### config.mk
export PLATFORM = sky130hd
export DESIGN_NAME = keyboard_scancode_translator_ring_flat
export DESIGN_NICKNAME = d
export VERILOG_FILES = /design/src/rtl/core/kst_pkg.sv /design/src/rtl/core/kst_if.sv /design/src/rtl/core/keyboard_scancode_translator_ring.sv /design/src/rtl/core/kst_xlate.sv /design/src/rtl/core/kst_ring.sv /design/src/flat_wrapper.sv
export SDC_FILE = /design/constraint.sdc
export NUM_CORES = 1
export LEC_CHECK = 0
export ABC_AREA = 1
export BUFFER_PORTS_ARGS = -buffer_cell sky130_fd_sc_hd__buf_2
export CELL_PAD_IN_SITES_DETAIL_PLACEMENT = 0
export CELL_PAD_IN_SITES_GLOBAL_PLACEMENT = 1
export CORE_ASPECT_RATIO = 0.8
export CORE_MARGIN = 5
export CORE_UTILIZATION = 40
export DETAILED_ROUTE_END_ITERATION = 10
export GPL_ROUTABILITY_DRIVEN = 0
export GPL_TIMING_DRIVEN = 0
export PLACE_DENSITY_LB_ADDON = 0.05
export SLEW_MARGIN = 20
export SYNTH_ARGS = -nofsm -noshare
export SYNTH_HDL_FRONTEND = slang
export SYNTH_SLANG_ARGS = --single-unit
### constraint.sdc
create_clock -name clk -period 3.35 [get_ports clk]
set_clock_uncertainty 0.05 [all_clocks]
set_input_delay 0.335 -clock clk [delete_from_list [all_inputs] [get_ports clk]]
set_output_delay 0.335 -clock clk [all_outputs]
set_load 0.02 [all_outputs]
### src/rtl/core/kst_pkg.sv
// ----------------------------------------------------------------------------
// kst_pkg: shared types and constants of the scan code translator
// Request codes, scan code constants, navigation tables and the structs
// that pass between the translator, the key ring and the top level.
// ----------------------------------------------------------------------------
`default_nettype none

package kst_pkg;

  localparam int RING_SLOTS_DEF = 16;

  typedef enum logic [1:0] {
    REQ_SCAN   = 2'd0,
    REQ_TAKE   = 2'd1,
    REQ_PEEK   = 2'd2,
    REQ_INSERT = 2'd3
  } req_t;

  // Modifier scan codes, matched with the break bit ignored
  localparam logic [6:0] SC_LSHIFT = 7'h2A;
  localparam logic [6:0] SC_RSHIFT = 7'h36;
  localparam logic [6:0] SC_CTRL   = 7'h1D;
  localparam logic [6:0] SC_ALT    = 7'h38;

  localparam logic [3:0] MOD_RSHIFT = 4'h1;
  localparam logic [3:0] MOD_LSHIFT = 4'h2;
  localparam logic [3:0] MOD_CTRL   = 4'h4;
  localparam logic [3:0] MOD_ALT    = 4'h8;

  localparam logic [7:0] SC_ESC    = 8'h01;
  localparam logic [7:0] SC_DIG_LO = 8'h02;
  localparam logic [7:0] SC_DIG_HI = 8'h0D;
  localparam logic [7:0] SC_BKSP   = 8'h0E;
  localparam logic [7:0] SC_TAB    = 8'h0F;
  localparam logic [7:0] SC_ENTER  = 8'h1C;
  localparam logic [7:0] SC_F1     = 8'h3B;
  localparam logic [7:0] SC_F10    = 8'h44;
  localparam logic [7:0] SC_NAV_LO = 8'h47;
  localparam logic [7:0] SC_NAV_HI = 8'h53;
  localparam logic [7:0] SC_KP_MIN = 8'h4A;
  localparam logic [7:0] SC_KP_5   = 8'h4C;
  localparam logic [7:0] SC_KP_PLS = 8'h4E;
  localparam logic [7:0] SC_F11    = 8'h57;
  localparam logic [7:0] SC_F12    = 8'h58;

  // Function key offsets
  localparam logic [7:0] FK_ALT_OFS   = 8'h2D;
  localparam logic [7:0] FK_CTRL_OFS  = 8'h23;
  localparam logic [7:0] FK_SHIFT_OFS = 8'h19;
  localparam logic [7:0] F11_BASE     = 8'h85;
  localparam logic [7:0] F11_ALT_OFS   = 8'h06;
  localparam logic [7:0] F11_CTRL_OFS  = 8'h04;
  localparam logic [7:0] F11_SHIFT_OFS = 8'h02;

  localparam logic [7:0] TAB_ALT    = 8'hA5;
  localparam logic [7:0] TAB_CTRL   = 8'h94;
  localparam logic [7:0] ENTER_ALT  = 8'hA6;
  localparam logic [7:0] ASC_DEL    = 8'h7F;
  localparam logic [7:0] ASC_LF     = 8'h0A;
  localparam logic [7:0] ALT_DIG_BASE = 8'h78;

  function automatic logic [7:0] nav_ctrl(input logic [3:0] idx);
    logic [7:0] v;
    unique case (idx)
      4'd0:  v = 8'h77;
      4'd1:  v = 8'h8D;
      4'd2:  v = 8'h84;
      4'd4:  v = 8'h73;
      4'd5:  v = 8'h8F;
      4'd6:  v = 8'h74;
      4'd8:  v = 8'h75;
      4'd9:  v = 8'h91;
      4'd10: v = 8'h76;
      4'd11: v = 8'h92;
      4'd12: v = 8'h93;
      default: v = 8'h00;
    endcase
    return v;
  endfunction

  function automatic logic [7:0] nav_alt(input logic [3:0] idx);
    logic [7:0] v;
    unique case (idx)
      4'd0:  v = 8'h97;
      4'd1:  v = 8'h98;
      4'd2:  v = 8'h99;
      4'd4:  v = 8'h9B;
      4'd6:  v = 8'h9D;
      4'd8:  v = 8'h9F;
      4'd9:  v = 8'hA0;
      4'd10: v = 8'hA1;
      4'd11: v = 8'hA2;
      4'd12: v = 8'hA3;
      default: v = 8'h00;
    endcase
    return v;
  endfunction

  typedef struct packed {
    logic        put;
    logic [15:0] word;
    logic [3:0]  shift_nxt;
  } xlate_t;

  typedef struct packed {
    logic        wr_en;
    logic [15:0] wr_data;
    logic        rd_adv;
  } ring_cmd_t;

  typedef struct packed {
    logic        empty;
    logic        full;
    logic [15:0] head;
  } ring_stat_t;

endpackage

`default_nettype wire

### src/rtl/core/kst_if.sv
// ----------------------------------------------------------------------------
// kst_if: request and result channels of the scan code translator
// Valid/ready channels; a beat moves when valid and ready are both high.
// ----------------------------------------------------------------------------
`default_nettype none

interface kst_in_if;
  logic       valid;
  logic       ready;
  logic [1:0] req_type;
  logic [7:0] scan_code;
  logic [7:0] ascii_code;

  modport source (output valid, output req_type, output scan_code, output ascii_code,
                  input ready);
  modport sink   (input valid, input req_type, input scan_code, input ascii_code,
                  output ready);
endinterface

interface kst_out_if;
  logic        valid;
  logic        ready;
  logic [15:0] key_word;
  logic        key_valid;
  logic        stored;
  logic [3:0]  modifier_flags;

  modport source (output valid, output key_word, output key_valid, output stored,
                  output modifier_flags, input ready);
  modport sink   (input valid, input key_word, input key_valid, input stored,
                  input modifier_flags, output ready);
endinterface

`default_nettype wire

### src/rtl/core/keyboard_scancode_translator_ring.sv
// ----------------------------------------------------------------------------
// keyboard_scancode_translator_ring: PC keyboard scan code translator
// Turns scan codes into BIOS key words held in a ring buffer; take, peek
// and direct insert requests share the same request channel.
// ----------------------------------------------------------------------------
// Usage:
//   in_ch  carries one request per beat: req_type (scan event, take, peek,
//          insert), scan_code and ascii_code.
//   out_ch returns exactly one result beat per request: key_word and
//          key_valid for take/peek, stored when a word entered the ring,
//          and modifier_flags after the request.
//   A request beat lands in the input register, is translated and applied
//   to the ring, and its result is held in the result register for out_ch.
//   Throughput is one request per cycle unless out_ch stalls; the ring has
//   one write port and a registered head word, and every request touches
//   it at most once.
//   Reset clears the modifier register and the ring indices; the ring is
//   empty, so its storage needs no clearing.
//   When the receiver stalls, the result register holds its beat, the
//   input register holds one more request, and in_ch.ready drops after
//   that. Holds RING_SLOTS-1 words; a word for a full ring is dropped.
// ----------------------------------------------------------------------------
`default_nettype none

module keyboard_scancode_translator_ring
  import kst_pkg::*;
#(
  parameter int RING_SLOTS = RING_SLOTS_DEF
) (
  input  logic        clk,
  input  logic        rst_n,
  kst_in_if.sink      in_ch,
  kst_out_if.source   out_ch
);

  // Input register
  logic       in_v_r;
  req_t       req_r;
  logic [7:0] scan_r;
  logic [7:0] ascii_r;

  // Modifier register
  logic [3:0] shift_r;

  // Result register
  logic        out_v_r;
  logic [15:0] key_word_r;
  logic        key_valid_r;
  logic        stored_r;
  logic [3:0]  mods_r;

  logic       adv;
  logic       proc;
  logic       in_beat;
  logic       is_read;
  xlate_t     xo;
  ring_cmd_t  rcmd;
  ring_stat_t rstat;

  // Advance the input register whenever the result register can take a beat
  assign adv     = !out_v_r || out_ch.ready;
  assign proc    = in_v_r && adv;
  assign in_ch.ready = !in_v_r || adv;
  assign in_beat = in_ch.valid && in_ch.ready;

  always_ff @(posedge clk) begin
    if (!rst_n) begin
      in_v_r <= 1'b0;
    end else if (in_beat) begin
      in_v_r <= 1'b1;
    end else if (adv) begin
      in_v_r <= 1'b0;
    end
  end

  always_ff @(posedge clk) begin
    if (in_beat) begin
      req_r   <= req_t'(in_ch.req_type);
      scan_r  <= in_ch.scan_code;
      ascii_r <= in_ch.ascii_code;
    end
  end

  kst_xlate u_xlate (
    .req       (req_r),
    .scan      (scan_r),
    .ascii     (ascii_r),
    .shift_cur (shift_r),
    .xo        (xo)
  );

  // Drop the word when the ring is full; advance the head only on a take
  assign is_read      = (req_r == REQ_TAKE) || (req_r == REQ_PEEK);
  assign rcmd.wr_en   = proc && xo.put && !rstat.full;
  assign rcmd.wr_data = xo.word;
  assign rcmd.rd_adv  = proc && (req_r == REQ_TAKE) && !rstat.empty;

  kst_ring #(
    .RING_SLOTS (RING_SLOTS)
  ) u_ring (
    .clk   (clk),
    .rst_n (rst_n),
    .cmd   (rcmd),
    .stat  (rstat)
  );

  always_ff @(posedge clk) begin
    if (!rst_n) begin
      shift_r <= 4'h0;
    end else if (proc) begin
      shift_r <= xo.shift_nxt;
    end
  end

  always_ff @(posedge clk) begin
    if (!rst_n) begin
      out_v_r <= 1'b0;
    end else if (proc) begin
      out_v_r <= 1'b1;
    end else if (out_ch.ready) begin
      out_v_r <= 1'b0;
    end
  end

  always_ff @(posedge clk) begin
    if (proc) begin
      key_word_r  <= (is_read && !rstat.empty) ? rstat.head : 16'h0000;
      key_valid_r <= is_read && !rstat.empty;
      stored_r    <= xo.put && !rstat.full;
      mods_r      <= xo.shift_nxt;
    end
  end

  assign out_ch.valid          = out_v_r;
  assign out_ch.key_word       = key_word_r;
  assign out_ch.key_valid      = key_valid_r;
  assign out_ch.stored         = stored_r;
  assign out_ch.modifier_flags = mods_r;

  // A beat either reads the ring or writes it, never both
  a_no_read_and_store: assert property (@(posedge clk) disable iff (!rst_n)
    out_v_r |-> !(key_valid_r && stored_r))
    else $error("result both read and stored a key word");

  // A miss reports a zero key word
  a_miss_word_zero: assert property (@(posedge clk) disable iff (!rst_n)
    (out_v_r && !key_valid_r) |-> (key_word_r == 16'h0000))
    else $error("key word nonzero without a key");

  // The ring can never look empty and full at once
  a_empty_full: assert property (@(posedge clk) disable iff (!rst_n)
    !(rstat.empty && rstat.full))
    else $error("ring empty and full together");

  // A write into a full ring never happens
  a_no_overrun: assert property (@(posedge clk) disable iff (!rst_n)
    (proc && xo.put && rstat.full) |=> !stored_r)
    else $error("word stored into a full ring");

endmodule

`default_nettype wire

### src/rtl/core/kst_xlate.sv
// ----------------------------------------------------------------------------
// kst_xlate: scan code to key word translation
// Combinational: modifier update and the key word to enqueue, if any.
// ----------------------------------------------------------------------------
`default_nettype none

module kst_xlate
  import kst_pkg::*;
(
  input  req_t       req,
  input  logic [7:0] scan,
  input  logic [7:0] ascii,
  input  logic [3:0] shift_cur,
  output xlate_t     xo
);

  always_comb begin
    logic [3:0] mod_bit;
    logic       down;
    logic       alt;
    logic       ctrl;
    logic       shf;
    logic       nav_rng;
    logic [7:0] nav_ofs;
    logic [7:0] nav_x;
    logic [7:0] fk_m;
    logic [7:0] f11_m;

    down    = !scan[7];
    alt     = shift_cur[3];
    ctrl    = shift_cur[2];
    shf     = |shift_cur[1:0];
    nav_rng = (scan >= SC_NAV_LO) && (scan <= SC_NAV_HI);
    nav_ofs = scan - SC_NAV_LO;
    nav_x   = alt ? nav_alt(nav_ofs[3:0]) : nav_ctrl(nav_ofs[3:0]);
    fk_m    = alt ? FK_ALT_OFS : ctrl ? FK_CTRL_OFS : shf ? FK_SHIFT_OFS : 8'h00;
    f11_m   = alt ? F11_ALT_OFS : ctrl ? F11_CTRL_OFS : shf ? F11_SHIFT_OFS : 8'h00;

    unique case (scan[6:0])
      SC_LSHIFT: mod_bit = MOD_LSHIFT;
      SC_RSHIFT: mod_bit = MOD_RSHIFT;
      SC_CTRL:   mod_bit = MOD_CTRL;
      SC_ALT:    mod_bit = MOD_ALT;
      default:   mod_bit = 4'h0;
    endcase

    xo.put       = 1'b0;
    xo.word      = 16'h0000;
    xo.shift_nxt = shift_cur;

    unique case (req)
      REQ_INSERT: begin
        xo.put  = 1'b1;
        xo.word = {scan, ascii};
      end
      REQ_TAKE, REQ_PEEK: begin
        xo.put = 1'b0;
      end
      REQ_SCAN: begin
        if (mod_bit != 4'h0) begin
          xo.shift_nxt = down ? (shift_cur | mod_bit) : (shift_cur & ~mod_bit);
        end else if (down) begin
          priority if ((scan >= SC_F1) && (scan <= SC_F10)) begin
            xo.put  = 1'b1;
            xo.word = {scan + fk_m, 8'h00};
          end else if ((scan == SC_F11) || (scan == SC_F12)) begin
            xo.put  = 1'b1;
            xo.word = {F11_BASE + {7'd0, scan == SC_F12} + f11_m, 8'h00};
          end else if (nav_rng && (scan != SC_KP_MIN) && (scan != SC_KP_5) &&
                       (scan != SC_KP_PLS) && (ctrl || alt) && (nav_x != 8'h00)) begin
            xo.put  = 1'b1;
            xo.word = {nav_x, 8'h00};
          end else if ((scan == SC_TAB) && (shf || ctrl || alt)) begin
            xo.put  = 1'b1;
            xo.word = {alt ? TAB_ALT : ctrl ? TAB_CTRL : SC_TAB, 8'h00};
          end else if ((scan == SC_BKSP) && (ctrl || alt)) begin
            xo.put  = 1'b1;
            xo.word = {SC_BKSP, alt ? 8'h00 : ASC_DEL};
          end else if ((scan == SC_ENTER) && (ctrl || alt)) begin
            xo.put  = 1'b1;
            xo.word = {alt ? ENTER_ALT : SC_ENTER, alt ? 8'h00 : ASC_LF};
          end else if (alt && (scan >= SC_DIG_LO) && (scan <= SC_DIG_HI)) begin
            xo.put  = 1'b1;
            xo.word = {ALT_DIG_BASE + (scan - SC_DIG_LO), 8'h00};
          end else if (alt) begin
            xo.put  = 1'b1;
            xo.word = {scan, 8'h00};
          end else if ((ascii == 8'h00) && !nav_rng && (scan != SC_ESC)) begin
            xo.put = 1'b0;
          end else begin
            xo.put  = 1'b1;
            xo.word = {scan, ascii};
          end
        end
      end
      default: begin
        xo.put = 1'b0;
      end
    endcase
  end

endmodule

`default_nettype wire

### src/rtl/core/kst_ring.sv
// ----------------------------------------------------------------------------
// kst_ring: key word ring buffer
// One write and one registered read per cycle; the head word register
// follows the read index and forwards a write into the head slot.
// ----------------------------------------------------------------------------
`default_nettype none

module kst_ring
  import kst_pkg::*;
#(
  parameter int RING_SLOTS = RING_SLOTS_DEF
) (
  input  logic       clk,
  input  logic       rst_n,
  input  ring_cmd_t  cmd,
  output ring_stat_t stat
);

  localparam int IDX_W = (RING_SLOTS > 1) ? $clog2(RING_SLOTS) : 1;
  localparam logic [IDX_W-1:0] LAST = IDX_W'(RING_SLOTS - 1);

  logic [15:0]      mem [RING_SLOTS];
  logic [IDX_W-1:0] wr_r, wr_nxt;
  logic [IDX_W-1:0] rd_r, rd_nxt;
  logic [IDX_W-1:0] wr_inc, rd_inc;
  logic [15:0]      head_r;

  assign wr_inc = (wr_r == LAST) ? '0 : wr_r + 1'b1;
  assign rd_inc = (rd_r == LAST) ? '0 : rd_r + 1'b1;

  assign wr_nxt = cmd.wr_en  ? wr_inc : wr_r;
  assign rd_nxt = cmd.rd_adv ? rd_inc : rd_r;

  always_ff @(posedge clk) begin
    if (!rst_n) begin
      wr_r <= '0;
      rd_r <= '0;
    end else begin
      wr_r <= wr_nxt;
      rd_r <= rd_nxt;
    end
  end

  always_ff @(posedge clk) begin
    if (cmd.wr_en) begin
      mem[wr_r] <= cmd.wr_data;
    end
  end

  // Track the slot at the next read index; forward a write landing there
  always_ff @(posedge clk) begin
    if (cmd.wr_en && (wr_r == rd_nxt)) begin
      head_r <= cmd.wr_data;
    end else begin
      head_r <= mem[rd_nxt];
    end
  end

  assign stat.empty = (rd_r == wr_r);
  assign stat.full  = (wr_inc == rd_r);
  assign stat.head  = head_r;

endmodule

`default_nettype wire

### src/flat_wrapper.sv
// flat-port wrapper written by rule: the top's interface ports become plain ports
module keyboard_scancode_translator_ring_flat import kst_pkg::*;
#(
  parameter int RING_SLOTS = RING_SLOTS_DEF
)
  (clk, rst_n, in_ch_valid, in_ch_req_type, in_ch_scan_code, in_ch_ascii_code, in_ch_ready, out_ch_valid, out_ch_key_word, out_ch_key_valid, out_ch_stored, out_ch_modifier_flags, out_ch_ready);
  kst_in_if in_ch_i ();
  kst_out_if out_ch_i ();
  input  logic clk;
  input  logic rst_n;
  input wire logic [$bits(in_ch_i.valid)-1:0] in_ch_valid;
  input wire logic [$bits(in_ch_i.req_type)-1:0] in_ch_req_type;
  input wire logic [$bits(in_ch_i.scan_code)-1:0] in_ch_scan_code;
  input wire logic [$bits(in_ch_i.ascii_code)-1:0] in_ch_ascii_code;
  output wire logic [$bits(in_ch_i.ready)-1:0] in_ch_ready;
  output wire logic [$bits(out_ch_i.valid)-1:0] out_ch_valid;
  output wire logic [$bits(out_ch_i.key_word)-1:0] out_ch_key_word;
  output wire logic [$bits(out_ch_i.key_valid)-1:0] out_ch_key_valid;
  output wire logic [$bits(out_ch_i.stored)-1:0] out_ch_stored;
  output wire logic [$bits(out_ch_i.modifier_flags)-1:0] out_ch_modifier_flags;
  input wire logic [$bits(out_ch_i.ready)-1:0] out_ch_ready;
  assign in_ch_i.valid = in_ch_valid;
  assign in_ch_i.req_type = in_ch_req_type;
  assign in_ch_i.scan_code = in_ch_scan_code;
  assign in_ch_i.ascii_code = in_ch_ascii_code;
  assign in_ch_ready = in_ch_i.ready;
  assign out_ch_valid = out_ch_i.valid;
  assign out_ch_key_word = out_ch_i.key_word;
  assign out_ch_key_valid = out_ch_i.key_valid;
  assign out_ch_stored = out_ch_i.stored;
  assign out_ch_modifier_flags = out_ch_i.modifier_flags;
  assign out_ch_i.ready = out_ch_ready;
  keyboard_scancode_translator_ring #(.RING_SLOTS(RING_SLOTS)) u_core (.clk(clk), .rst_n(rst_n), .in_ch(in_ch_i), .out_ch(out_ch_i));
endmodule
==> results.toml <==
[cells_and_area]
antenna-diode-count = 0
nets = 1569
syn2layout_area_growth_pct = 25.9
final_common_cell = "edfxtp_1"
final_cell_mix = "edfxtp_1, nand2_1, inv_1"
final_util = 0.510
drive_above_1_share = 0.200
finalNonFillerCells = 2023

[clock_tree]
clock_tree.root_cell = "clkbuf_16"
clock_path_buffers = 3
worstSkewPairLatency_ns = 0.52
cts_sinks = 314
cts_tree = "built"
cts_buffers = 35
clkTransAtPathRegs_ns = 0.06
cts-htree-levels = 2

[timing]
drv_slew = 0
worstMarginPinSlew_ns = 0.889
whs_ns = 0.0346
finalCritPeriodShare = 0.984
layout_min_cycle_time_ns = 3.30
finalSetupViolCount = 0
maxSlewHeadroom = 0.407
finalWorstSetupSlack_ns = 0.0529
finalHoldViolCount = 0
rsz0062_at_grt = "yes"
fmax_mhz = 303

[drt]
drc = 0
wirelength_um = 42600
post_drt_wl_per_cell_um = 21.1
firstDrtPassIters = 4
ant_nets = 0
vias_per_cell = 5.22
vias = 10560
drt_iter0_drc = 979

[pwr]
p_int_mw = 6.74
power_density_nw_per_um2 = 489
power_mw = 8.95
power_frac_comb = 0.112
power.share.clock = 0.398
vdd_drop_max_mv = 0.367
switching_share = 0.247
p_sw_mw = 2.21
leakagePower_nw = 6.91
seqPwrFrac = 0.491

[place]
port_buffers = 45
dp_hpwl_um = 29800
dpl_worst_slack_ns = -1.35
placedCellCount = 1865

[critical_path]
arrival_ns = 3.47
path_cells = "buf_6, clkinvlp_4, ha_2, inv_1, nor3_2, nor2_1, nand4_1, inv_2, o21ai_4, o21ai_2, and2_4, nand2_8, buf_12, nor3_4, buf_12, buf_8"
crit_fanout = 8
crit_slowest_cell = "edfxtp_1"
critPathRequiredTime_ns = 3.52
cp_slowest_stage_delay_ns = 0.55
worst-path-buf-inv = 7
crit_family = "buffers and inverters"
crit_path_end_kind = "flip-flop"
criticalPathCategory = "reg -> reg"
startpoint_type = "flip-flop"
cp_common_cell = "buf_12"

[run_status]
outcome = "finished clean"

[synthesis]
ys_types = 47
syn_avg_cell_area_um2 = 11.0
syn_inst = 1317
ys_seq_area_frac = 0.636
ys_seq_elements = 314
ys.warnings.count = 0
netlist_area_um2 = 14500
synth_fp_nets = 1367

[min_path]
hold_path.class = "in -> reg"

[grt]
grt_antenna_before_repair = 0
grt_pass1_wl_um = 63300
grt_use_total = 0.206
first_global_vias = 10162
grt_max_degree = 28
grt_overflow = 0

[floorplan]
initial_core_util = 0.405
num_rows = 62
die-area_um2 = 40300
fp.dieW_um = 223
die_h_um = 181
core_um2 = 35900
io-pin-count = 46

[flow_run]
cap_violations = 0
[Yosys cell counts, drive strengths merged]
cell type / number / share of area
a211oi: 34 / 0.018
a21boi: 1 / 0.00052
a21oi: 113 / 0.039
a31oi: 1 / 0.00043
and2: 2 / 0.0010
buf: 23 / 0.0090
clkbuf: 43 / 0.011
clkinv: 2 / 0.00052
dfxtp: 18 / 0.025
edfxtp: 296 / 0.61
fa: 1 / 0.0014
ha: 27 / 0.023
inv: 156 / 0.041
mux2i: 48 / 0.033
nand2: 214 / 0.058
nand3: 46 / 0.017
nand3b: 2 / 0.0010
nand4: 5 / 0.0026
nor2: 60 / 0.018
nor3: 21 / 0.0083
nor4: 1 / 0.00086
o2111ai: 1 / 0.00060
o211ai: 37 / 0.019
o21ai: 149 / 0.052
o22ai: 1 / 0.00043
o2bb2ai: 1 / 0.00060
or2: 3 / 0.0013
xnor2: 4 / 0.0024
xor2: 7 / 0.0042
[power groups by stage]
| stage | Clock, mW | Combinational (mW) | Sequential (mW) |
|---|---|---|---|
| after global routing | 3.80 | 1.10 | 4.40 |
| after floorplan | 0 | 0.505 | 4.49 |
| after global placement | 0 | 0.802 | 4.48 |
| after CTS | 3.64 | 0.940 | 4.39 |
| after detailed placement | 0 | 0.831 | 4.48 |
| final | 3.56 | 0.999 | 4.39 |
[tightest hold or removal path: cells and delay by family]
kind                   cells  cell delay (ns)
and+or+nand+nor            2             0.09
buffers and inverters      1             0.13
[per-stage QoR]
stage	instance area, um2	setup TNS (ns)
after global placement	15400	-827.40
after floorplan	14600	-46.75
after CTS	17800	0
after global routing	18300	-3.27
final	18300	0
after detailed placement	15800	-395.46
[area by class of cell]
| class | instances | area, um2 |
|---|---|---|
| buffer | 65 | 320 |
| fill | 3258 | 17600 |
| inverter | 158 | 614 |
| sequential | 314 | 9250 |
| timing repair buffer | 165 | 1590 |
| clock buffer | 43 | 958 |
| tap | 480 | 601 |
| clock inverter | 18 | 96.3 |
| multi-input combinational | 780 | 4880 |
[logic make-up after synthesis]
family / synth area share
buffers and inverters: 0.0612
AO/OA/AOI/OAI: 0.131
flip-flops: 0.636
multiplexers: 0.0331
adder cells (fa/ha/maj): 0.0246
XOR/XNOR: 0.00663
AND/OR/NAND/NOR: 0.107
[worst paths after layout]
kind,slack (ns),cells after the start,to,start
max,0.05,16,u_core.u_ring.mem[7][10]$_DFFE_PP_,u_core.scan_r[0]$_DFFE_PP_
min,0.03,3,u_core.u_ring.wr_r[2]$_SDFFE_PN0P_,rst_n
max reg2reg,0.05,16,u_core.u_ring.mem[7][10]$_DFFE_PP_,u_core.scan_r[0]$_DFFE_PP_
min reg2reg,0.45,2,u_core.out_ch.valid$_SDFFE_PN0P_,u_core.out_ch.valid$_SDFFE_PN0P_
[registers in the layout (all words and copies together) (netlist names), 2 cells and up, named ones only]
register / count
u_core.out_ch.key_word: 16
u_core.ascii_r: 8
u_core.scan_r: 8
u_core.shift_r: 4
u_core.u_ring.rd_r: 4
u_core.u_ring.mem: 256
u_core.u_ring.wr_r: 4
u_core.req_r: 2
u_core.out_ch.modifier_flags: 4
[per-layer routing]
layer	global-route usage	vias to the layer above	wire [um]
met5	0	-	0
met4	0.0367	0	544
met3	0.0371	45	2950
met2	0.287	309	17300
met1	0.338	5149	21800
li1	-	5057	-
[what timing repair did]
action                                  in CTS  in global routing
setup buffers                               43                 30
gates resized for setup                     62                 28
endpoints found under the setup margin     516                466
hold buffers                                18                  0
pin swaps                                   24                 21
endpoints found under the hold margin       18                  0
cloned                                       3                  6
(Power assumes the default switching activity.)
